File: config.mk
export PLATFORM = sky130hd
export DESIGN_NAME = nibble_text_image_decoder_core
export DESIGN_NICKNAME = d
export VERILOG_FILES = /design/src/hdl/ntid_pkg.sv /design/src/hdl/nibble_text_image_decoder_core.sv
export VERILOG_INCLUDE_DIRS = /design/src /design/src/hdl
export SDC_FILE = /design/constraint.sdc
export NUM_CORES = 1
export LEC_CHECK = 0
export BUFFER_PORTS_ARGS = -buffer_cell sky130_fd_sc_hd__buf_2
export CORE_ASPECT_RATIO = 2
export CORE_UTILIZATION = 49
export CTS_BUF_LIST = sky130_fd_sc_hd__clkbuf_4 sky130_fd_sc_hd__clkbuf_8
export DETAILED_ROUTE_END_ITERATION = 10
export HOLD_SLACK_MARGIN = 0.15
export PLACE_DENSITY = 0.67
export SYNTH_ARGS = -nofsm -noshare
export SYNTH_HDL_FRONTEND = slang
export SYNTH_SLANG_ARGS = --single-unit
File: constraint.sdc
create_clock -name clk -period 14.91 [get_ports clk]
set_input_delay 2.982 -clock clk [delete_from_list [all_inputs] [get_ports clk]]
set_output_delay 2.982 -clock clk [all_outputs]
set_load 0.005 [all_outputs]
File: src/hdl/assert_macros.svh
// Assertion macros shared by the RTL. Defining ASSERT_OFF removes every check.
`ifndef ASSERT_MACROS_SVH
`define ASSERT_MACROS_SVH

`ifndef ASSERT_OFF

`define ASSERT_IMPLY(label, clk, rst_n, ante, cons, msg) \
	label: assert property (@(posedge clk) disable iff (!rst_n) (ante) |-> (cons)) \
		else $error(msg);

`define ASSERT_NEXT(label, clk, rst_n, ante, cons, msg) \
	label: assert property (@(posedge clk) disable iff (!rst_n) (ante) |=> (cons)) \
		else $error(msg);

`else

`define ASSERT_IMPLY(label, clk, rst_n, ante, cons, msg)

`define ASSERT_NEXT(label, clk, rst_n, ante, cons, msg)

`endif

`endif

File: src/hdl/ntid_pkg.sv
package ntid_pkg;

	localparam int CharWidth = 8;
	localparam int WordWidth = 16;
	localparam int CountWidth = 8;
	localparam int KindWidth = 2;
	localparam int PhaseWidth = 3;

	localparam logic [PhaseWidth-1:0] PH_SKIP = 3'd0;
	localparam logic [PhaseWidth-1:0] PH_LEN  = 3'd1;
	localparam logic [PhaseWidth-1:0] PH_ADDR = 3'd2;
	localparam logic [PhaseWidth-1:0] PH_DATA = 3'd3;
	localparam logic [PhaseWidth-1:0] PH_CSUM = 3'd4;
	localparam logic [PhaseWidth-1:0] PH_DONE = 3'd5;

	localparam logic [KindWidth-1:0] KIND_DATA     = 2'd0;
	localparam logic [KindWidth-1:0] KIND_SUM_GOOD = 2'd1;
	localparam logic [KindWidth-1:0] KIND_SUM_BAD  = 2'd2;
	localparam logic [KindWidth-1:0] KIND_END      = 2'd3;

	localparam logic [CharWidth-1:0] CHAR_CLASS_MASK = 8'o160;
	localparam logic [CharWidth-1:0] CHAR_CLASS_HEX  = 8'o100;
	localparam logic [WordWidth-1:0] END_ADDRESS     = 16'o177777;
	localparam logic [CountWidth-1:0] LOADER_RESET   = 8'd65;

	typedef struct packed {
		logic [KindWidth-1:0] kind;
		logic [WordWidth-1:0] block_sum;
		logic [WordWidth-1:0] word_value;
		logic [WordWidth-1:0] word_address;
	} result_t;

endpackage

File: src/hdl/nibble_text_image_decoder_core.sv
// Decodes a text-encoded memory image one character per clock cycle while the result buffer
// has room. Characters whose bits 6..4 are not 100 are dropped; the rest give nibbles that build
// length bytes and 16-bit words. After loader_words leading words are discarded, each block
// yields one item per data word (kind 0, with its address and the running end-around-carry
// sum) and one checksum item (kind 1 good, kind 2 bad); the start address 0177777 gives an
// end-of-image item (kind 3), after which all input is ignored until reset. A character is
// registered on entry and decoded once the result buffer has room; its result is written
// into the result buffer and offered on the master side from there. One character is
// accepted in every cycle unless a registered character waits on a full buffer; a two-entry
// result buffer lets the slave side keep taking characters while one result waits to be taken.
`include "assert_macros.svh"

module nibble_text_image_decoder_core (
	input  logic                         clk,
	input  logic                         arst_n,
	input  logic                         loader_words_we,
	input  logic [ntid_pkg::CountWidth-1:0] loader_words_wdata,
	input  logic                         s_tvalid,
	output logic                         s_tready,
	input  logic [ntid_pkg::CharWidth-1:0] s_tdata,  // raw_char
	output logic                         m_tvalid,
	input  logic                         m_tready,
	output logic [47:0]                  m_tdata,  // word_address, word_value, block_sum
	output logic [ntid_pkg::KindWidth-1:0] m_tuser   // kind
);
	import ntid_pkg::*;

	logic [CountWidth-1:0] loader_words_q;

	logic                 valid_s1;
	logic [CharWidth-1:0] char_s1;

	logic [PhaseWidth-1:0] phase_q;
	logic [1:0]            nibble_count_q;
	logic [WordWidth-1:0]  word_shift_q;
	logic [CountWidth-1:0] skip_count_q;
	logic [CountWidth-1:0] words_left_q;
	logic [WordWidth-1:0]  next_address_q;
	logic [WordWidth-1:0]  running_sum_q;

	logic [PhaseWidth-1:0] phase_d;
	logic [1:0]            nibble_count_d;
	logic [WordWidth-1:0]  word_shift_d;
	logic [CountWidth-1:0] skip_count_d;
	logic [CountWidth-1:0] words_left_d;
	logic [WordWidth-1:0]  next_address_d;
	logic [WordWidth-1:0]  running_sum_d;
	logic                  res_valid;
	result_t               res;

	logic [PhaseWidth-1:0] ph;
	logic                  word_done;
	logic [WordWidth:0]    sum_raw;
	logic [WordWidth-1:0]  sum_eac;

	result_t    buf_q [2];
	logic       wr_ptr_q;
	logic       rd_ptr_q;
	logic [1:0] cnt_q;
	logic       s1_fire;
	logic       push;
	logic       pop;

	always_ff @(posedge clk or negedge arst_n) begin
		if (!arst_n) begin
			loader_words_q <= LOADER_RESET;
		end else if (loader_words_we) begin
			loader_words_q <= loader_words_wdata;
		end
	end

	assign s1_fire  = valid_s1 && (cnt_q != 2'd2);
	assign s_tready = !valid_s1 || s1_fire;

	always_ff @(posedge clk or negedge arst_n) begin
		if (!arst_n) begin
			valid_s1 <= 1'b0;
		end else if (s_tready) begin
			valid_s1 <= s_tvalid;
		end
	end

	always_ff @(posedge clk) begin
		if (s_tready && s_tvalid) begin
			char_s1 <= s_tdata;
		end
	end

	assign word_shift_d = {word_shift_q[WordWidth-5:0], char_s1[3:0]};
	assign sum_raw = {1'b0, running_sum_q} + {1'b0, word_shift_d};
	assign sum_eac = sum_raw[WordWidth-1:0] + {{(WordWidth-1){1'b0}}, sum_raw[WordWidth]};

	always_comb begin
		phase_d        = phase_q;
		nibble_count_d = nibble_count_q;
		skip_count_d   = skip_count_q;
		words_left_d   = words_left_q;
		next_address_d = next_address_q;
		running_sum_d  = running_sum_q;
		res_valid      = 1'b0;
		res            = '0;
		ph             = phase_q;
		word_done      = 1'b0;

		if (phase_q != PH_DONE && (char_s1 & CHAR_CLASS_MASK) == CHAR_CLASS_HEX) begin
			if (phase_q == PH_SKIP && skip_count_q >= loader_words_q) begin
				ph = PH_LEN;
			end
			phase_d   = ph;
			word_done = (ph == PH_LEN) ? (nibble_count_q == 2'd1) : (nibble_count_q == 2'd3);
			if (!word_done) begin
				nibble_count_d = nibble_count_q + 2'd1;
			end else begin
				nibble_count_d = 2'd0;
				unique case (ph)
					PH_SKIP: begin
						skip_count_d = skip_count_q + 8'd1;
						if (skip_count_d >= loader_words_q) begin
							phase_d = PH_LEN;
						end
					end
					PH_LEN: begin
						words_left_d = word_shift_d[CountWidth-1:0];
						phase_d      = PH_ADDR;
					end
					PH_ADDR: begin
						if (word_shift_d == END_ADDRESS) begin
							phase_d   = PH_DONE;
							res_valid = 1'b1;
							res.kind  = KIND_END;
						end else begin
							next_address_d = word_shift_d;
							running_sum_d  = '0;
							phase_d        = (words_left_q == '0) ? PH_CSUM : PH_DATA;
						end
					end
					PH_DATA: begin
						running_sum_d    = sum_eac;
						res_valid        = 1'b1;
						res.kind         = KIND_DATA;
						res.word_address = next_address_q;
						res.word_value   = word_shift_d;
						res.block_sum    = sum_eac;
						next_address_d   = next_address_q + 16'd1;
						words_left_d     = words_left_q - 8'd1;
						if (words_left_d == '0) begin
							phase_d = PH_CSUM;
						end
					end
					PH_CSUM: begin
						res_valid      = 1'b1;
						res.kind       = (word_shift_d == running_sum_q) ? KIND_SUM_GOOD
						                                                 : KIND_SUM_BAD;
						res.word_value = word_shift_d;
						res.block_sum  = running_sum_q;
						phase_d        = PH_LEN;
					end
					default: begin
						phase_d = PH_DONE;
					end
				endcase
			end
		end
	end

	always_ff @(posedge clk or negedge arst_n) begin
		if (!arst_n) begin
			phase_q        <= PH_SKIP;
			nibble_count_q <= '0;
			word_shift_q   <= '0;
			skip_count_q   <= '0;
			words_left_q   <= '0;
			next_address_q <= '0;
			running_sum_q  <= '0;
		end else if (s1_fire && phase_q != PH_DONE
		             && (char_s1 & CHAR_CLASS_MASK) == CHAR_CLASS_HEX) begin
			phase_q        <= phase_d;
			nibble_count_q <= nibble_count_d;
			word_shift_q   <= word_shift_d;
			skip_count_q   <= skip_count_d;
			words_left_q   <= words_left_d;
			next_address_q <= next_address_d;
			running_sum_q  <= running_sum_d;
		end
	end

	assign push = s1_fire && res_valid;
	assign pop  = m_tvalid && m_tready;

	always_ff @(posedge clk or negedge arst_n) begin
		if (!arst_n) begin
			wr_ptr_q <= 1'b0;
			rd_ptr_q <= 1'b0;
			cnt_q    <= 2'd0;
		end else begin
			if (push) begin
				wr_ptr_q <= !wr_ptr_q;
			end
			if (pop) begin
				rd_ptr_q <= !rd_ptr_q;
			end
			unique case ({push, pop})
				2'b10:   cnt_q <= cnt_q + 2'd1;
				2'b01:   cnt_q <= cnt_q - 2'd1;
				default: cnt_q <= cnt_q;
			endcase
		end
	end

	always_ff @(posedge clk) begin
		if (push) begin
			buf_q[wr_ptr_q] <= res;
		end
	end

	assign m_tvalid = (cnt_q != 2'd0);
	assign m_tuser  = buf_q[rd_ptr_q].kind;
	assign m_tdata  = {buf_q[rd_ptr_q].block_sum, buf_q[rd_ptr_q].word_value,
	                   buf_q[rd_ptr_q].word_address};

	`ASSERT_IMPLY(a_buf_bound, clk, arst_n, 1'b1, cnt_q != 2'd3, "result buffer overfilled")
	`ASSERT_IMPLY(a_no_push_full, clk, arst_n, cnt_q == 2'd2, !push, "push into full buffer")
	`ASSERT_NEXT(a_done_sticks, clk, arst_n, phase_q == PH_DONE, phase_q == PH_DONE,
		"decoder left the end-of-image phase")
	`ASSERT_NEXT(a_end_to_done, clk, arst_n, push && res.kind == KIND_END, phase_q == PH_DONE,
		"end-of-image item without entering the end phase")

endmodule

==> metrics.yaml <==
sw_frac_of_total: 0.328
hold_viol: 0
cts_setup_buffers: 0
hpwlAfterDp_mm: 14.9
hp-start: "words_left_q[1]"
place_area_um2: 10200
netlist_instances: 879
area_delta_synth_final_pct: 10.5
core_um2: 19300
place_inst: 1179
whs_endpoint: "words_left_q[1]"
yosys-top-cells-area: "edfxtp_1 34%, dfrtp_1 20%, mux2_2 7.3%"
die_h_um: 200
synth.largest_area_cell: "edfxtp_1"
portBuffers: 71
drive_gt1_frac: 0.199
p_sw_mw: 0.449
track_usage: 0.224
clk_latency_ps: 480
worst_path_max_delay_cell: "buf_4"
slew_viol_final: 0
rsz0062_at_grt: "no"
clock_sinks: 185
intPower_mw: 0.922
nNetsFinal: 1000
stdcell_count: 1211
avgSynthCellArea_um2: 10.9
required_ps: 11930
ir_worst_vdd_v: 0.0000856
synth_top_cell_area_share: 0.335
synth_warnings: 0
root_buffer: "clkbuf_8"
clockBufferDepth: 2
grt_pass1_vias: 6713
worst_pin_slew_ps: 1040
drc: 0
p_leak_nw: 4.53
first_pass_iters: 4
reg2regPathDepth: 18
crit_buf_inv: 2
fin_worst_skew_ps: 13.2
drtAntennaViolNets: 0
async_flop_share: 0.422
vias: 6815
dieArea_um2: 20200
finalSetupTns_ps: 0
ys_types: 68
endpoint_kind: "output port"
hold_class: "register to register"
avgViaCountPerCell: 5.63
crit_path_start_kind: "register"
period_minus_slack_ps: 4960
htree_levels: 4
critPathKind: "register to output port"
setup_viol: 0
seq_power_share: 0.481
grt_first_pass_wirelength_mm: 33.8
synth_seq_cells: 185
num_io_pins: 73
ys.flop_type: "edfxtp_1"
path_cells: "buf_4, mux2_2, buf_2"
routed_wl_mm: 21.2
r2r_end: "buf_q[1][47]"
synth-edff-count: 107
synth_common_cells: "107 x edfxtp_1, 97 x nand2_1, 76 x dfrtp_1"
cts_buffers: 17
r2r-start: "char_s1[0]"
postCtsResizedCells: 0
cp_slowest_stage_delay_ps: 550
holdWs_ps: 527
fmax_mhz: 202
min_period_over_period: 0.333
grt_max_degree: 63
crit_fanout: 51
cts_tree: "yes"
antenna_cells: 0
postCtsHoldBufs: 0
gp_congestion: 0.954
synth_nets: 940
combPwrFrac: 0.273
clkTransAtPathRegs_ps: 90
die_w_um: 101
avgRoutedWirePerCell_um: 17.5
grt_overflow_total: 0
power.density_cell_area_nw_per_um2: 130
fin_area_um2: 10600
rows: 72
drt_iter0_markers: 319
timing.slew.headroom: 0.306
max-cap-violations: 0
status: "complete, no violations"
clkPwrFrac: 0.245
yosysMostFrequentCell: "edfxtp_1"
antenna_found_initial: 0
reg2reg_slack_ps: 10240
whs_path_depth: 2
start_util: 0.497
crit_family: "buffers and inverters"
cp.arrival_ps: 1980
syn_area_um2: 9580
ys_seq_area_frac: 0.539
## cells by family after synthesis
family | after synthesis | synth area share
AND/OR/NAND/NOR | 295 | 0.150
AO/OA/AOI/OAI | 190 | 0.119
flip-flops | 185 | 0.539
buffers and inverters | 63 | 0.0259
multiplexers | 63 | 0.0740
XOR/XNOR | 43 | 0.0393
adder cells (fa/ha/maj) | 40 | 0.0530
## worst register-to-register path: cells and delay by family, from the launching register on
| family | cells | cell delay, ps |
|---|---|---|
| buffers and inverters | 1 | 60 |
| flip-flops | 1 | 520 |
| AND/OR/NAND/NOR | 7 | 1380 |
| XOR/XNOR | 1 | 180 |
| AO/OA/AOI/OAI | 6 | 1440 |
| adder cells (fa/ha/maj) | 3 | 820 |
## state kept, by name, summed over array words and instances, names as in the netlist
register        cells
cnt_q               2
running_sum_q      16
char_s1             7
loader_words_q      8
rd_ptr_q            1
buf_q             100
nibble_count_q      2
words_left_q        8
wr_ptr_q            1
next_address_q     16
phase_q             3
valid_s1            1
word_shift_q       12
skip_count_q        8
## per-stage QoR
step	total power [mW]	setup slack [ps]	utilization
4_1_cts	1.38	9910	0.549
5_1_grt	1.45	9840	0.549
6_report	1.37	9950	0.549
3_5_place_dp	1.05	10320	0.529
2_1_floorplan	0.920	10140	-
3_3_place_gp	1.04	10340	0.529
## layout by cell type (no fill, tap or decap), drive strengths merged, types with 14 or more instances in the layout
master | Yosys | layout
a21oi | 63 | 63
and2 | 20 | 20
and3 | 18 | 18
buf | 6 | 80
clkbuf | 33 | 24
dfrtp | 76 | 76
edfxtp | 107 | 107
ha | 39 | 39
inv | 24 | 24
mux2 | 63 | 63
nand2 | 97 | 97
nand2b | 14 | 14
nand3 | 17 | 17
nor2 | 67 | 67
nor3 | 22 | 22
o21ai | 62 | 62
xnor2 | 22 | 22
xor2 | 21 | 21
## power groups by stage
stage | sequential [mW] | clock (mW) | combinational [mW]
floorplan | 0.627 | 0 | 0.293
global placement | 0.669 | 0 | 0.371
detailed placement | 0.669 | 0 | 0.377
CTS | 0.658 | 0.342 | 0.379
global route | 0.665 | 0.361 | 0.419
finish | 0.660 | 0.336 | 0.375
## layer usage
layer | share of wire | routed length [µm] | global-route usage | up-vias
li1 | - | - | - | 3310
met1 | 0.40 | 8430 | 0.244 | 3292
met2 | 0.53 | 11200 | 0.409 | 157
met3 | 0.029 | 612 | 0.0369 | 56
met4 | 0.045 | 949 | 0.121 | 0
met5 | 0 | 0 | 0 | -
## worst max path at each step
stage | endpoint | cells past startpoint | slack [ps] | start
6_report | m_tdata[33] | 3 | 9950 | rd_ptr_q
5_1_grt | m_tdata[32] | 3 | 9840 | rd_ptr_q
4_1_cts | m_tdata[33] | 3 | 9910 | rd_ptr_q
3_5_place_dp | buf_q[0][47] | 18 | 10320 | char_s1[0]
3_3_place_gp | buf_q[0][47] | 18 | 10340 | char_s1[0]
2_1_floorplan | buf_q[0][0] | 10 | 10140 | loader_words_q[0]
## area by class of cell
type | count | area, µm²
fill | 1753 | 8690
sequential | 185 | 5170
multi-input combinational | 631 | 4180
timing repair buffer | 80 | 425
tap | 259 | 324
clock buffer | 24 | 299
clock inverter | 8 | 97.6
inverter | 24 | 90.1
Power figures use the tool's default switching activity.
